[src/hdl/crrf_fifo.sv]
// ----------------------------------------------------------------------------
// crrf_fifo
// Small register queue used between the front and back and for results.
// ----------------------------------------------------------------------------
module crrf_fifo #(
  parameter int WIDTH = 16,
  parameter int DEPTH = 2,
  localparam int PW = (DEPTH > 1) ? $clog2(DEPTH) : 1,
  localparam int CW = $clog2(DEPTH + 1)
) (
  input  logic             clk,
  input  logic             rst_n,
  input  logic             push,
  input  logic [WIDTH-1:0] wdata,
  input  logic             pop,
  output logic [WIDTH-1:0] rdata,
  output logic             full,
  output logic             empty
);

  logic [WIDTH-1:0] slot_r [DEPTH];
  logic [PW-1:0]    wp_r, wp_nxt, rp_r, rp_nxt;
  logic [CW-1:0]    cnt_r, cnt_nxt;
  logic             do_push, do_pop;

  assign full    = (cnt_r == CW'(DEPTH));
  assign empty   = (cnt_r == '0);
  assign do_push = push && !full;
  assign do_pop  = pop && !empty;
  assign rdata   = slot_r[rp_r];

  always_comb begin
    wp_nxt  = wp_r;
    rp_nxt  = rp_r;
    cnt_nxt = cnt_r;
    if (do_push) begin
      wp_nxt = (wp_r == PW'(DEPTH - 1)) ? '0 : wp_r + 1'b1;
    end
    if (do_pop) begin
      rp_nxt = (rp_r == PW'(DEPTH - 1)) ? '0 : rp_r + 1'b1;
    end
    if (do_push && !do_pop) begin
      cnt_nxt = cnt_r + 1'b1;
    end else if (!do_push && do_pop) begin
      cnt_nxt = cnt_r - 1'b1;
    end
  end

  always_ff @(posedge clk) begin
    if (!rst_n) begin
      wp_r  <= '0;
      rp_r  <= '0;
      cnt_r <= '0;
    end else begin
      wp_r  <= wp_nxt;
      rp_r  <= rp_nxt;
      cnt_r <= cnt_nxt;
    end
  end

  always_ff @(posedge clk) begin
    if (do_push) begin
      slot_r[wp_r] <= wdata;
    end
  end

endmodule

[config.mk]
export PLATFORM = sky130hd
export DESIGN_NAME = crrf_fifo
export DESIGN_NICKNAME = d
export VERILOG_FILES = /design/src/hdl/crrf_fifo.sv
export SDC_FILE = /design/constraint.sdc
export NUM_CORES = 1
export LEC_CHECK = 0
export BUFFER_PORTS_ARGS = -buffer_cell sky130_fd_sc_hd__buf_2
export CAP_MARGIN = 10
export CORE_UTILIZATION = 50
export DETAILED_ROUTE_END_ITERATION = 12
export PLACE_DENSITY_LB_ADDON = 0.25
export SETUP_SLACK_MARGIN = 0.02
export SYNTH_ARGS = -nofsm -noshare
export SYNTH_HDL_FRONTEND = slang
export SYNTH_SLANG_ARGS = --single-unit
[constraint.sdc]
create_clock -name clk -period 2 [get_ports clk]
set_input_delay 0.5 -clock clk [delete_from_list [all_inputs] [get_ports clk]]
set_output_delay 0.5 -clock clk [all_outputs]
set_load 0.02 [all_outputs]
==> results.ini, run 1 <==
[power]
clkPwrFrac_pct=18.1
intPower_uw=1470
seqPwrFrac_pct=48.7
comb_power_share_pct=33.2
p_sw_share_pct=30.9
p_total_uw=2130
p_leak_uw=0.000665
powerDensity_nw_per_um2=1250
switching_power_uw=657
max-vdd-ir-drop_mv=0.820

[logic_synthesis]
synth_area_um2=1390
ys.flop_type=edfxtp_1
yosysSeqAreaShare_pct=76.5
synth_nets=96
synth_enable_flop_cells=32
yosysMostFrequentCell=edfxtp_1
netlist_top_cells_count=edfxtp_1, mux2_2, dfxtp_1
synth_area_leaders=edfxtp_1, mux2_2, dfxtp_1
yosysWarnings=0
synth_top_cell_by_area=edfxtp_1
netlist_instances=75
synth.distinct_cells=21
ys_async_sr_fraction_pct=0
ys_ff_latch=37
synth_top_area_share_pct=69.3
syn_area_per_cell_um2=18.5

[clock_network]
cts_sinks=37
cts_tree=yes
clkTransAtPathRegs_ps=100
numCtsBuffers=5
post-cts-setup-buffers=0
clk_latency_ps=330
cts_hold_buf=0
clockBufferDepth=2
cts-root-buf=clkbuf_4
cts_max_level=2

[sta]
worst_slew_pin_slew_ps=227
drv_slew=0
period_share_pct=93.5
fmax_mhz=535
timing_hold_violations_final=0
rsz0062_at_grt=false
setup_violations=0
min_period_ps=1870
setup_slack_ps=129
fin_tns_setup_ps=0
slew_headroom_pct=84.9
clock_skew_ps=9.18

[critical_path]
crit_arrival_ps=1370
endpoint_kind=output pin
required_ps=1500
crit_fanout=6
timing_worst_setup_path_type=reg2out
startpoint_type=flip-flop

[detailed_routing]
wl_mm=2.07
avgRoutedWirePerCell_um=13.5
drcViolationCount=0
via_count=765
dr.first_iter.drc_count=18
vias_per_cell=5.00
ant_nets=0
dr.pass1.iters=4

[global_routing]
grt_pass1_vias=730
antenna_found_initial=0
grt_start_max_net_pins=17
track_usage_pct=17.2
grt_overflow=0
grt_pass1_wl_mm=3.22

[layout]
instances_no_fill=153
nFillCells=201
area_delta_synth_final_pct=22.4
antenna_cells=0
multiInputGateArea_um2=307
seqCellArea_um2=1060
drive_gt1_share_pct=54.5
finalNetCount=143
fin_util_pct=66.7

[die]
num_io_pins=38
initial_core_util_pct=54.5
die_h_um=54.7
die_area_um2=2990
coreArea_um2=2540
die_w_um=54.7
rows=18

[place]
dp_hpwl_mm=1.50
place_inst=145
pre_cts_ws_ps=354
gp_congestion=0.650
io_buffers=37

[flow_run]
maxCapViolCount=0

[outcome]
status=finished clean

[hold_path]
hp-class=in2reg

## flip-flops by register name (all words and copies together) (netlist names), named ones only
name,count
wp_r,1
slot_r,32
cnt_r,2
rp_r,1
## cell type report
cell class / count / share of cell area, %
inverter: 2 / 0.442
tap: 30 / 2.21
timing repair buffer: 42 / 13.1
clock buffer: 8 / 3.46
multi-input combinational: 34 / 18.1
sequential: 37 / 62.7
## path summary, 6_finish.rpt
path	startpoint	to	slack, ps	cells past startpoint
min reg2reg	cnt_r[1]	cnt_r[1]	530	2
max	flip-flop	rdata[1]	130	3
min	wdata[11]	slot_r[0][11]	360	1
max reg2reg	cnt_r[0]	cnt_r[1]	420	6
## power by group through the flow
stage	Combinational (µW)	Sequential (µW)	Clock, µW
final	707	1040	385
after global routing	772	1060	435
after CTS	719	1040	409
after detailed placement	716	1050	0
after global placement	705	1050	0
after floorplan	514	1030	0
## per-layer routing
layer	global-route usage [%]	wire length, µm
met2	27.5	1080
met5	0	0
met3	8.61	143
met1	18.5	798
met4	8.97	43
## critical path: stages, from the launching register on
cell	delay [ps]
dfxtp_4	390
buf_4	160
mux2_2	340
buf_2	160
## kinds of logic (layout without fill, tap and decap cells)
logic type	after synthesis	in the layout	share of synthesized area [%]
mux	16	16	13.0
fa+ha+maj	1	1	0.902
compound gates	5	5	2.34
xor+xnor	3	3	1.89
buf+inv	4	52	1.44
flops	37	37	76.5
simple gates	9	9	3.97
## cell usage in the layout (no fill, tap or decap), drive strengths merged
master  instances
buf            42
edfxtp         32
mux2           16
clkbuf          8
dfxtp           5
and2            3
nor2            2
xnor2           2
inv             2
o21ai           2
a21boi          2
nand2b          1
and3            1
nor3            1
o21a            1
xor2            1
or3             1
ha              1
## through the flow
stage	area (µm²)	hold slack [ps]
3_5_place_dp	1640	516
5_1_grt	1700	326
6_report	1700	356
3_3_place_gp	1640	502
4_1_cts	1700	326
2_1_floorplan	1390	483
## timing repair
action,CTS,global route
pin swaps,0,0
cloned,0,0
gates resized for setup,1,1
setup endpoints to repair,12,6
Note: power is estimated with default switching activity, not from simulation.
==> run 2, diff against run 1 <==
--- a/config.mk
+++ b/config.mk
@@ -9,6 +9,7 @@
 export CAP_MARGIN = 10
 export CORE_UTILIZATION = 50
 export DETAILED_ROUTE_END_ITERATION = 12
+export GPL_TIMING_DRIVEN = 0
 export PLACE_DENSITY_LB_ADDON = 0.25
 export SETUP_SLACK_MARGIN = 0.02
 export SYNTH_ARGS = -nofsm -noshare
==> results.ini, run 2 (same netlist as run 1, synthesis figures left out) <==
[die]
initial_core_util_pct=54.5  ; unchanged
num_io_pins=38  ; unchanged
die_h_um=54.7  ; unchanged
coreArea_um2=2540  ; unchanged
rows=18  ; unchanged
die_area_um2=2990  ; unchanged
die_w_um=54.7  ; unchanged

[layout]
fin_util_pct=68.2  ; +1.5 points
area_delta_synth_final_pct=25.1
final_area_um2=1740  ; +2.2%
nFillCells=185  ; -8.0%
layout_common_cells=buf_2, edfxtp_1, mux2_2
largest_reg_flops=32  ; unchanged
antenna_cells=0  ; unchanged
largest-register=slot_r
finalNetCount=143  ; unchanged
drive_gt1_share_pct=54.5  ; unchanged
reg.largest.list=slot_r: 32 flops, cnt_r: 2 flops
final_common_cell=buf_2

[global_routing]
antenna_found_initial=0  ; unchanged
grt_use_met1_pct=17.6  ; -0.90 points
met2_usage_pct=28.7  ; +1.2 points
grt_start_max_net_pins=17  ; unchanged
grt_pass1_wl_mm=3.23  ; +0.22%
top_usage_layer=met2
grt_pass1_vias=779  ; +6.7%
track_usage_pct=17.0  ; -0.18 points
grt_overflow=0  ; unchanged
grtUsageMet3_pct=5.83  ; -2.8 points

[critical_path]
cpLargestDelayFamily=buffers and inverters
max_stage_delay_ps=340  ; -50 ps
crit_arrival_ps=1410  ; +40 ps
crit_fanout=5  ; -1
startpoint_type=flip-flop
reg2regPathDepth=4  ; -2
reg2reg_slack_ps=280  ; -140 ps
slowest_stage=dfxtp_1
timing_worst_setup_path_type=reg2out
required_ps=1500  ; about the same
reg2reg_from=cnt_r[0]
crit_cells=4  ; +1
reg2reg_to=slot_r[0][15]
crit_buf_inv=3  ; +1
endpoint_kind=output pin
worstPathCellList=buf_6 -> clkbuf_16 -> mux2_2 -> buf_2

[sta]
rsz0062_at_grt=false
setup_slack_ps=89.8  ; -39.6 ps
min_period_ps=1910  ; +39.6 ps
clock_skew_ps=3.78  ; -5.40 ps
period_share_pct=95.5  ; +2.0 points
fmax_mhz=524  ; -2.1%
timing_hold_violations_final=0  ; unchanged
finalHoldWorstSlack_ps=352  ; -4.11 ps
worst_slew_pin_slew_ps=747  ; +520 ps
setup_violations=0  ; unchanged
drv_slew=0  ; unchanged
slew_headroom_pct=50.2  ; -35 points

[detailed_routing]
vias_per_cell=5.03  ; +0.52%
drcViolationCount=0  ; unchanged
wl_mm=2.19  ; +6.2%
via_count=769  ; +0.52%
avgRoutedWirePerCell_um=14.3  ; +6.2%
dr.pass1.iters=4  ; unchanged
dr.first_iter.drc_count=7  ; -11
ant_nets=0  ; unchanged

[hold_path]
holdPathEnd=slot_r[1][0]
worstHoldStart=wdata[0]
hp-class=in2reg
hold_depth=1  ; unchanged

[power]
p_leak_uw=0.000678  ; +2.0%
max-vdd-ir-drop_mv=1.07  ; +30%
powerDensity_nw_per_um2=1270  ; +0.93%
p_total_uw=2200  ; +3.2%

[clock_network]
numCtsBuffers=5  ; unchanged
cts-root-buf=clkbuf_4
cts_sinks=37  ; unchanged
cts_max_level=2  ; unchanged
clkTransAtPathRegs_ps=100  ; about the same
clockBufferDepth=2  ; unchanged
cts_tree=yes
cts_hold_buf=0  ; unchanged
clk_latency_ps=330  ; about the same

[place]
postPlaceCellArea_um2=1630  ; -0.61%
dp_hpwl_mm=1.46  ; -3.1%
io_buffers=37  ; unchanged
pre_cts_ws_ps=232  ; -121 ps
gp_congestion=0.651  ; +0.14%

[flow_run]
maxCapViolCount=0  ; unchanged

[outcome]
status=finished clean

run 2: changes by cell type in the layout (fill, tap and decap cells not counted), sizes merged:
cell,change
clkbuf,-1
clkinv,+2
buf,-1
run 2: per-layer routing:
metal / vias to the layer above / part of all wire (%) / wire length, µm
met5: - / 0 / 0
li1: 376 / - / -
met2: 27 / 53 / 1170
met1: 364 / 41 / 889
met3: 2 / 5.1 / 112
met4: 0 / 0.87 / 19
run 2: through the flow:
| step | instances | setup TNS (ps) |
|---|---|---|
| floorplan | 75 | 0 |
| global placement | 142 | -1800 |
| detailed placement | 143 | 0 |
| CTS | 151 | 0 |
| global route | 153 | 0 |
| finish | 153 | 0 |
run 2: how the worst max path moves through the flow:
| stage | slack (ps) | start | to |
|---|---|---|---|
| 2_1_floorplan | 290 | cnt_r[0] | slot_r[0][0] |
| 5_1_grt | 20 | flip-flop | rdata[14] |
| 3_5_place_dp | 230 | push | slot_r[0][14] |
| 6_report | 90 | flip-flop | rdata[2] |
| 4_1_cts | 10 | flip-flop | rdata[5] |
| 3_3_place_gp | -110 | push | slot_r[0][12] |
run 2: cell type report:
type | count | area [µm²] | area share (%)
plain buffers | 2 | 26.3 | 1.51
clock buffers | 6 | 41.3 | 2.38
clock inverters | 2 | 10.0 | 0.577
inverters | 2 | 7.51 | 0.433
multi-input cells | 34 | 307 | 17.7
flip-flops and latches | 37 | 1060 | 61.1
well taps | 30 | 37.5 | 2.16
repair buffers | 40 | 245 | 14.1
run 2: report_power, final:
group / total [µW] / switching [µW] / internal [µW]
registers: 1020 / 47.1 / 976
logic: 813 / 424 / 389
clock network: 360 / 226 / 134
total: 2200 / 697 / 1500
run 2: repair_timing:
item	4_1_cts	5_1_grt
endpoints found under the setup margin	10	10
gates resized for setup	3	1
setup buffers	0	1
cloned	0	1
