[config.mk]
export PLATFORM = sky130hd
export DESIGN_NAME = crrf_front
export DESIGN_NICKNAME = d
export VERILOG_FILES = /design/src/hdl/crrf_pkg.sv /design/src/hdl/crrf_front.sv
export SDC_FILE = /design/constraint.sdc
export NUM_CORES = 1
export LEC_CHECK = 0
export ABC_AREA = 1
export BUFFER_PORTS_ARGS = -buffer_cell sky130_fd_sc_hd__buf_2
export CORE_ASPECT_RATIO = 1.4
export CORE_UTILIZATION = 45
export DETAILED_ROUTE_END_ITERATION = 8
export GPL_ROUTABILITY_DRIVEN = 1
export PLACE_DENSITY = 0.72
export SETUP_SLACK_MARGIN = 0.02
export SYNTH_ARGS = -nofsm -noshare
export SYNTH_HDL_FRONTEND = slang
export SYNTH_SLANG_ARGS = --single-unit
[constraint.sdc]
create_clock -name clk -period 6 [get_ports clk]
set_input_delay 0.3 -clock clk [delete_from_list [all_inputs] [get_ports clk]]
set_output_delay 0.3 -clock clk [all_outputs]
set_load 0.05 [all_outputs]
[src/hdl/crrf_pkg.sv]
// ----------------------------------------------------------------------------
// crrf_pkg
// Shared types and constants of the clipped rounded rectangle fill engine.
// ----------------------------------------------------------------------------
package crrf_pkg;

  localparam int MAX_COLS_DEF = 320;
  localparam int MAX_ROWS_DEF = 240;

  localparam logic [8:0] PANEL_W_RST = 9'd320;
  localparam logic [7:0] PANEL_H_RST = 8'd240;

  typedef enum logic [2:0] {
    CMD_CLEAR    = 3'd0,
    CMD_SET      = 3'd1,
    CMD_READ     = 3'd2,
    CMD_FILL     = 3'd3,
    CMD_OUTLINE  = 3'd4,
    CMD_RFILL    = 3'd5,
    CMD_ROUTLINE = 3'd6,
    CMD_UNUSED   = 3'd7
  } cmd_t;

  typedef enum logic [0:0] {
    CFG_PANEL_W = 1'b0,
    CFG_PANEL_H = 1'b1
  } cfg_idx_t;

  typedef enum logic [1:0] {
    K_NOP   = 2'd0,
    K_CLEAR = 2'd1,
    K_DRAW  = 2'd2,
    K_READ  = 2'd3
  } kind_t;

  // One classified command as it travels from the front to the back.
  typedef struct packed {
    kind_t       kind;
    logic [15:0] colour;
    logic        ring;
    logic        rd_ok;
    logic        empty;
    logic [11:0] x;
    logic [11:0] w;
    logic [11:0] y;
    logic [11:0] h;
    logic [9:0]  rl;
    logic [19:0] r2;
    logic [19:0] ri2;
    logic [8:0]  x0;
    logic [8:0]  x1;
    logic [7:0]  y0;
    logic [7:0]  y1;
    logic [8:0]  pw;
  } desc_t;

  function automatic logic [15:0] bswap16(input logic [15:0] v);
    bswap16 = {v[7:0], v[15:8]};
  endfunction

endpackage

[src/hdl/crrf_front.sv]
// ----------------------------------------------------------------------------
// crrf_front
// Accepts commands, clips them to the panel and limits the corner radius.
// ----------------------------------------------------------------------------
module crrf_front import crrf_pkg::*; #(
  parameter int MAX_COLS = MAX_COLS_DEF,
  parameter int MAX_ROWS = MAX_ROWS_DEF
) (
  input  logic        clk,
  input  logic        rst_n,
  input  logic        in_push,
  output logic        in_full,
  input  logic [2:0]  in_cmd,
  input  logic [11:0] in_pos_x,
  input  logic [11:0] in_pos_y,
  input  logic [11:0] in_size_w,
  input  logic [11:0] in_size_h,
  input  logic [10:0] in_radius,
  input  logic [15:0] in_colour,
  input  logic [8:0]  panel_width,
  input  logic [7:0]  panel_height,
  output logic        desc_push,
  output desc_t       desc,
  input  logic        desc_full
);

  typedef enum logic [3:0] {
    F_IDLE = 4'b0001,
    F_CALC = 4'b0010,
    F_MUL  = 4'b0100,
    F_PUSH = 4'b1000
  } fst_t;

  fst_t        st_r, st_nxt;
  logic [2:0]  cmd_r;
  logic [11:0] x_r, y_r, w_r, h_r;
  logic [10:0] r_r;
  logic [15:0] colour_r;
  desc_t       desc_r;

  logic [8:0]         pw;
  logic [7:0]         ph;
  logic signed [13:0] xs, ys, ws, hs, rs, pw14, ph14;
  logic signed [13:0] xe, ye, x0s, y0s, x1s, y1s, minwh, lim, rl;
  logic               is_round, is_set, c_empty, c_rd_ok;
  logic [9:0]         rlm;
  kind_t              kind;

  assign in_full   = (st_r != F_IDLE);
  assign desc_push = (st_r == F_PUSH);
  assign desc      = desc_r;

  // Panel registers larger than the store act as the store size.
  assign pw = ({23'b0, panel_width} > MAX_COLS) ? 9'(MAX_COLS) : panel_width;
  assign ph = ({24'b0, panel_height} > MAX_ROWS) ? 8'(MAX_ROWS) : panel_height;

  always_comb begin
    is_set   = (cmd_r == CMD_SET);
    is_round = (cmd_r == CMD_RFILL) || (cmd_r == CMD_ROUTLINE);
    pw14  = $signed({5'b0, pw});
    ph14  = $signed({6'b0, ph});
    xs    = $signed({{2{x_r[11]}}, x_r});
    ys    = $signed({{2{y_r[11]}}, y_r});
    ws    = is_set ? 14'sd1 : $signed({{2{w_r[11]}}, w_r});
    hs    = is_set ? 14'sd1 : $signed({{2{h_r[11]}}, h_r});
    rs    = $signed({{3{r_r[10]}}, r_r});
    xe    = xs + ws;
    ye    = ys + hs;
    x0s   = (xs < 14'sd0) ? 14'sd0 : xs;
    y0s   = (ys < 14'sd0) ? 14'sd0 : ys;
    x1s   = (xe > pw14) ? pw14 : xe;
    y1s   = (ye > ph14) ? ph14 : ye;
    c_empty = (ws <= 14'sd0) || (hs <= 14'sd0) || (x0s >= x1s) || (y0s >= y1s);
    minwh = (ws < hs) ? ws : hs;
    lim   = minwh >>> 1;
    rl    = (rs > lim) ? lim : rs;
    if (!is_round || rl < 14'sd0) begin
      rl = 14'sd0;
    end
    c_rd_ok = (xs >= 14'sd0) && (xs < pw14) && (ys >= 14'sd0) && (ys < ph14);
    case (cmd_r)
      CMD_CLEAR:                          kind = K_CLEAR;
      CMD_READ:                           kind = K_READ;
      CMD_SET, CMD_FILL, CMD_OUTLINE,
      CMD_RFILL, CMD_ROUTLINE:            kind = K_DRAW;
      default:                            kind = K_NOP;
    endcase
    rlm = desc_r.rl - 10'd1;
  end

  always_comb begin
    st_nxt = st_r;
    case (st_r)
      F_IDLE:  if (in_push) st_nxt = F_CALC;
      F_CALC:  st_nxt = F_MUL;
      F_MUL:   st_nxt = F_PUSH;
      F_PUSH:  if (!desc_full) st_nxt = F_IDLE;
      default: st_nxt = F_IDLE;
    endcase
  end

  always_ff @(posedge clk) begin
    if (!rst_n) begin
      st_r <= F_IDLE;
    end else begin
      st_r <= st_nxt;
    end
  end

  always_ff @(posedge clk) begin
    if (st_r == F_IDLE && in_push) begin
      cmd_r    <= in_cmd;
      x_r      <= in_pos_x;
      y_r      <= in_pos_y;
      w_r      <= in_size_w;
      h_r      <= in_size_h;
      r_r      <= in_radius;
      colour_r <= in_colour;
    end
    if (st_r == F_CALC) begin
      desc_r.kind   <= kind;
      desc_r.colour <= colour_r;
      desc_r.ring   <= (cmd_r == CMD_OUTLINE) || (cmd_r == CMD_ROUTLINE);
      desc_r.rd_ok  <= c_rd_ok;
      desc_r.empty  <= c_empty;
      desc_r.x      <= x_r;
      desc_r.y      <= y_r;
      desc_r.w      <= ws[11:0];
      desc_r.h      <= hs[11:0];
      desc_r.rl     <= rl[9:0];
      desc_r.pw     <= pw;
      // A read addresses its own pixel; a shape starts at its clipped corner.
      desc_r.x0     <= (kind == K_READ) ? xs[8:0] : x0s[8:0];
      desc_r.y0     <= (kind == K_READ) ? ys[7:0] : y0s[7:0];
      desc_r.x1     <= x1s[8:0];
      desc_r.y1     <= y1s[7:0];
    end
    if (st_r == F_MUL) begin
      desc_r.r2  <= {10'b0, desc_r.rl} * {10'b0, desc_r.rl};
      desc_r.ri2 <= {10'b0, rlm} * {10'b0, rlm};
    end
  end

endmodule

==> flow_metrics.env, run 1 <==
export IMPL_status="completed"
export IMPL_reg2reg_slack_ns=0.33
export IMPL_critPathMaxFanout=6
export IMPL_vdd_drop_max_v=0.0002586
export IMPL_portBuffers=260
export IMPL_grt_pass1_vias=14170
export IMPL_cts_made_buffers=25
export IMPL_wirelength_mm=46.75
export IMPL_row_count=84
export IMPL_die_area_sq_um=39180
export IMPL_syn_inst=1804
export IMPL_dp_hpwl_mm=35.66
export IMPL_setup_violations=0
export IMPL_max_slew_margin_pct=36.64
export IMPL_synth_enable_flop_cells=238
export IMPL_seq_area_sq_um=7227
export IMPL_grt_use_total_pct=23.90
export IMPL_required_ns=6.32
export IMPL_synth_seq_area_share_pct=41.84
export IMPL_dp_slack_ns=0.05815
export IMPL_final_setup_tns_ns=0
export IMPL_synth_cell_types=56
export IMPL_path_clk_slew_ns=0.06
export IMPL_cp_slowest_stage_delay_ns=0.56
export IMPL_vias=13900
export IMPL_gp_congestion=0.9942
export IMPL_power_leakage_nw=10.36
export IMPL_io_pins=263
export IMPL_cts_root_buf="clkbuf_16"
export IMPL_cts_tree="done"
export IMPL_postRouteAntennaNets=0
export IMPL_worstHoldPathCells=3
export IMPL_finalCritPeriodShare_pct=94.58
export IMPL_antenna_found_initial=0
export IMPL_reg2reg_from="desc[83]$_SDFFCE_PP0N_"
export IMPL_fin_skew_ns=0.01306
export IMPL_dr_pass1_iters=7
export IMPL_hold_path_end="st_r[3]$_SDFFE_PN0P_"
export IMPL_final_cells=2677
export IMPL_hold_viol=0
export IMPL_final_common_cell="nand2_1"
export IMPL_synth_adder_area_share_pct=24.36
export IMPL_period_minus_slack_ns=5.675
export IMPL_fin_ws_ns=0.3251
export IMPL_r2r_cells=29
export IMPL_critPathTopFamily="adder cells"
export IMPL_start_util_pct=45.78
export IMPL_min_from="desc_full"
export IMPL_synthMuxAreaShare_pct=0
export IMPL_synthXorXnorAreaFrac_pct=3.144
export IMPL_synth_top_family_by_area="adder cells"
export IMPL_end_kind="flop"
export IMPL_fillers=3212
export IMPL_drive_gt1_share_pct=18.87
export IMPL_multi_input_area_sq_um=8861
export IMPL_layout_common_cells="358 x nand2_1, 319 x inv_1, 260 x buf_2, 238 x edfxtp_1, 182 x ha_1"
export IMPL_wl_per_cell_um=17.46
export IMPL_placed_cell_area_sq_um=19300
export IMPL_power_density_nw_per_um2=316.2
export IMPL_grt_max_degree=73
export IMPL_startpoint="desc[83]$_SDFFCE_PP0N_"
export IMPL_slew_violations=0
export IMPL_n_antenna_cell=0
export IMPL_hold_class="input port to flop"
export IMPL_area_delta_synth_final_pct=22.42
export IMPL_critical_path_arrival_ns=5.99
export IMPL_drc=0
export IMPL_drt_initial_drc_count=842
export IMPL_cp_slowest_cell="fa_1"
export IMPL_vias_per_cell=5.193
export IMPL_place_inst=2537
export IMPL_path_class="flop to flop"
export IMPL_synth_compound_area_share_pct=5.955
export IMPL_grt_pass1_wl_mm=72.85
export IMPL_r2r_end="desc[59]$_DFFE_PP_"
export IMPL_whs_ns=0.01843
export IMPL_grt_overflow=0
export IMPL_worst_path_buf_inv=7
export IMPL_ys_ff_latch=242
export IMPL_crit_path_start_kind="flop"
export IMPL_cts_buffer_depth=3
export IMPL_synthSimpleGateAreaFrac_pct=16.57
export IMPL_fmax_ghz=0.1762
export IMPL_cts_sinks=242
export IMPL_htreeDepth=1
export IMPL_final_area_sq_um=21140
export IMPL_tightest_slew_ns=0.9503
export IMPL_drv_cap=0
export IMPL_die_height_um=233.8
export IMPL_syn_area_sq_um=17270
export IMPL_worst_path_most_repeated_cell="inv_1"
export IMPL_die_x_um=167.6
export IMPL_yosys_warnings=0
export IMPL_syn_area_per_cell_sq_um=9.574
export IMPL_insertion_delay_ns=0.56
export IMPL_core_sq_um=37730
export IMPL_ys_flop_type="edfxtp_1"
export IMPL_async_flop_share_pct=0
export IMPL_final_nets=2565
-- stage by stage --
stage               power, mW  utilization, %
finish                  6.685           56.04
global route            7.176           56.04
floorplan               4.324               -
detailed placement      4.956           51.16
global placement        4.896           51.16
CTS                     6.545           55.37
-- synth_stat cells, types with 6 or more instances --
library cell	instances	area [sq um]
fa_1	92	1842
ha_1	189	2365
a21oi_1	78	390.4
o21ai_0	35	175.2
nor2_1	173	649.4
nand2_1	361	1355
xnor2_1	12	105.1
nor3_1	17	85.08
nor4_1	6	37.54
inv_1	324	1216
o21bai_1	6	45.04
clkbuf_1	19	71.32
o21ai_1	18	90.09
edfxtp_1	238	7147
nand3_1	79	395.4
a21o_1	6	45.04
xor2_1	50	437.9
or2_2	7	43.79
nand4_1	16	100.1
-- cell type report --
| type | count | area share [%] |
|---|---|---|
| clock buffer | 30 | 3.048 |
| clock inverter | 16 | 0.6332 |
| inverter | 329 | 5.864 |
| multi-input combinational | 1202 | 41.91 |
| sequential | 242 | 34.18 |
| tap | 473 | 2.799 |
| timing repair buffer | 385 | 11.57 |
-- registers in the layout, indices dropped and copies added (netlist names) --
| signal | cells |
|---|---|
| r_r | 11 |
| st_r | 4 |
| y_r | 12 |
| x_r | 12 |
| h_r | 12 |
| w_r | 12 |
| colour_r | 16 |
| cmd_r | 3 |
| desc | 160 |
-- layer usage --
metal | share of wire (%) | track usage [%]
met1 | 37 | 25.88
met4 | 4.7 | 11.32
met5 | 0 | 0
met3 | 5.3 | 3.511
met2 | 53 | 45.51
-- report_power, final --
group | internal [mW] | total, mW | switching (mW)
combinational | 1.19 | 3.03 | 1.84
sequential | 2.07 | 2.12 | 0.0506
clock | 0.823 | 1.53 | 0.704
-- cell families (layout without fill, tap and decap cells) --
logic type,after synthesis,in the layout
xor+xnor,62,62
compound gates,178,178
buf+inv,362,760
other cells,1,2
simple gates,678,679
flops,242,242
fa+ha+maj,281,281
-- how the worst max path moves through the flow --
stage                          to  slack [ns]  cells after the start
2_1_floorplan  desc[59]$_DFFE_PP_        0.02                     31
3_3_place_gp   desc[59]$_DFFE_PP_        0.24                     30
3_5_place_dp   desc[59]$_DFFE_PP_        0.06                     29
4_1_cts        desc[59]$_DFFE_PP_        0.04                     29
5_1_grt        desc[59]$_DFFE_PP_       -0.02                     30
6_report       desc[59]$_DFFE_PP_        0.33                     29
-- tightest hold or removal path, stage by stage --
cell,delay (ns)
buf_2,0.10
nand2_1,0.07
a21oi_1,0.07
-- repair_timing --
action | in CTS | in global routing
hold buffers | 81 | 0
buffers inserted | 0 | 12
hold endpoints to repair | 83 | 0
resized for setup | 0 | 34
setup endpoints to repair | 0 | 7
(Power assumes the default switching activity.)
==> run 2: changes to the inputs <==
PLACE_DENSITY = 0.68   (was 0.72)
==> run 2 against run 1 <==
Compared with the run above:
- maximum frequency decreased by 1.3%
- clock skew increased by 0.024 ns
- first-iteration DRC count decreased by 12%
- worst setup slack got worse by 0.074 ns
- via count decreased by 1.1%
- sequential cell count unchanged
- combinational power decreased by 3%
- critical path depth decreased by 5
- final cell count decreased by 0.30%
- wire length decreased by 1.8%
- clock power about the same
- sequential power about the same
- critical path type unchanged
- largest cell class unchanged
- largest power group unchanged
==> flow_metrics.env, run 2 (same netlist as run 1, synthesis figures left out) <==
export IMPL_drc=0
export IMPL_fmax_ghz=0.1739
export IMPL_dp_slack_ns=0.08360
export IMPL_row_count=84
export IMPL_gp_congestion=0.9770
export IMPL_whs_ns=0.04190
export IMPL_setup_violations=0
export IMPL_largest_reg_flops=160
export IMPL_area_delta_synth_final_pct=21.99
export IMPL_final_cells=2669
export IMPL_vias_per_cell=5.151
export IMPL_place_inst=2540
export IMPL_hold_viol=0
export IMPL_startpoint="desc[83]$_SDFFCE_PP0N_"
export IMPL_globalRouteMet3Util_pct=3.696
export IMPL_worst_path_most_repeated_cell="fa_1"
export IMPL_rsz0062_at_grt="yes"
export IMPL_finalCritPeriodShare_pct=95.82
export IMPL_placed_cell_area_sq_um=19330
export IMPL_required_ns=6.30
export IMPL_cp_endpoint="desc[58]$_DFFE_PP_"
export IMPL_insertion_delay_ns=0.58
export IMPL_vias=13750
export IMPL_cts_root_buf="clkbuf_16"
export IMPL_crit_path_start_kind="flop"
export IMPL_reg2reg_from="desc[83]$_SDFFCE_PP0N_"
export IMPL_cts_tree="done"
export IMPL_power_density_nw_per_um2=313.2
export IMPL_postRouteAntennaNets=0
export IMPL_n_antenna_cell=0
export IMPL_grt_pass1_vias=14060
export IMPL_drt_initial_drc_count=745
export IMPL_cp_slowest_cell="fa_1"
export IMPL_critPathMaxFanout=6
export IMPL_wirelength_mm=45.92
export IMPL_end_kind="flop"
export IMPL_max_slew_margin_pct=31.68
export IMPL_tightest_slew_ns=1.025
export IMPL_hold_class="input port to flop"
export IMPL_r2r_end="desc[58]$_DFFE_PP_"
export IMPL_die_x_um=167.6
export IMPL_fin_util_pct=55.84
export IMPL_critical_path_arrival_ns=6.05
export IMPL_drive_gt1_share_pct=18.12
export IMPL_grt_max_degree=75
export IMPL_slew_violations=0
export IMPL_fillers=3314
export IMPL_cp_slowest_stage_delay_ns=0.55
export IMPL_start_util_pct=45.78
export IMPL_top_usage_layer="met2"
export IMPL_htreeDepth=1
export IMPL_status="completed"
export IMPL_path_class="flop to flop"
export IMPL_vdd_drop_max_v=0.0002415
export IMPL_drv_cap=0
export IMPL_dr_pass1_iters=5
export IMPL_reg2reg_slack_ns=0.25
export IMPL_p_total_mw=6.599
export IMPL_met2_usage_pct=44.60
export IMPL_final_nets=2561
export IMPL_dp_hpwl_mm=35.59
export IMPL_cts_buffer_depth=3
export IMPL_grtUsageMet1_pct=25.46
export IMPL_grt_overflow=0
export IMPL_fin_ws_ns=0.2507
export IMPL_die_area_sq_um=39180
export IMPL_core_sq_um=37730
export IMPL_path_clk_slew_ns=0.06
export IMPL_cts_sinks=242
export IMPL_r2r_cells=24
export IMPL_grt_use_total_pct=23.47
export IMPL_die_height_um=233.8
export IMPL_final_common_cell="nand2_1"
export IMPL_final_setup_tns_ns=0
export IMPL_final_area_sq_um=21070
export IMPL_layout_common_cells="357 x nand2_1, 320 x inv_1, 260 x buf_2, 238 x edfxtp_1, 185 x ha_1"
export IMPL_wl_per_cell_um=17.20
export IMPL_antenna_found_initial=0
export IMPL_io_pins=263
export IMPL_period_minus_slack_ns=5.749
export IMPL_fin_skew_ns=0.03690
export IMPL_crit_chain="inv_2, ha_4, nand2_1, nor3_2, nand2_1, nor2_2, xor2_2, nor2_2, inv_1, fa_1, fa_1, fa_1, inv_1, fa_1, fa_1, ha_1, nand2_1, nor2_1, nor2_1, o211ai_1, nand3_1, nand2_1, a21boi_1, xnor2_1"
export IMPL_portBuffers=260
export IMPL_grt_pass1_wl_mm=71.29
export IMPL_cts_made_buffers=26
export IMPL_power_leakage_nw=10.32
## run 2: changes by cell type in the layout (fill, tap and decap cells not counted), moves of 3 or more
cell	delta
clkinvlp_4	+3
clkinv_2	-4
buf_4	-5
ha_1	+3
inv_6	-3
## run 2: final cells by class
cell class / count / area (sq um) / share of cell area [%]
multi-input cells: 1201 / 8793 / 41.74
flip-flops and latches: 242 / 7227 / 34.30
repair buffers: 381 / 2427 / 11.52
inverters: 329 / 1240 / 5.885
clock buffers: 30 / 665.6 / 3.159
well taps: 473 / 591.8 / 2.809
clock inverters: 13 / 123.9 / 0.5879
## run 2: worst min path at each step
stage	depth (start not counted)	end	startpoint
final	3	st_r[1]$_SDFFE_PN0P_	in_push
after global routing	3	st_r[1]$_SDFFE_PN0P_	in_push
after CTS	3	st_r[1]$_SDFFE_PN0P_	in_push
after detailed placement	0	desc[158]$_DFFE_PN_	colour_r[14]$_DFFE_PP_
after global placement	0	desc[145]$_DFFE_PN_	colour_r[1]$_DFFE_PP_
after floorplan	1	st_r[0]$_SDFFE_PN1P_	rst_n
## run 2: repair_timing
| item | CTS | global route |
|---|---|---|
| setup endpoints to repair | 0 | 7 |
| setup buffers | 0 | 4 |
| hold buffers | 82 | 0 |
| endpoints found under the hold margin | 83 | 0 |
| gates resized for setup | 0 | 22 |
## run 2: worst max-delay path: cells and delay by family (launching register included)
| family | cells | cell delay, ns |
|---|---|---|
| flops | 1 | 0.40 |
| xor+xnor | 2 | 0.41 |
| buf+inv | 3 | 0.27 |
| compound gates | 2 | 0.30 |
| fa+ha+maj | 7 | 3.06 |
| simple gates | 10 | 1.04 |
## run 2: power by group
| part | switching, mW | leakage (nW) | internal [mW] | total, mW |
|---|---|---|---|---|
| clock network | 0.691 | 0.368 | 0.837 | 1.53 |
| logic | 1.80 | 7.73 | 1.14 | 2.94 |
| registers | 0.0532 | 2.22 | 2.07 | 2.13 |
| total | 2.54 | 10.3 | 4.06 | 6.60 |
## run 2: per-layer routing
layer	routed length, um	up-vias
met5	0	-
met4	1998	0
met3	2445	103
met2	24280	380
met1	17200	6611
li1	-	6654
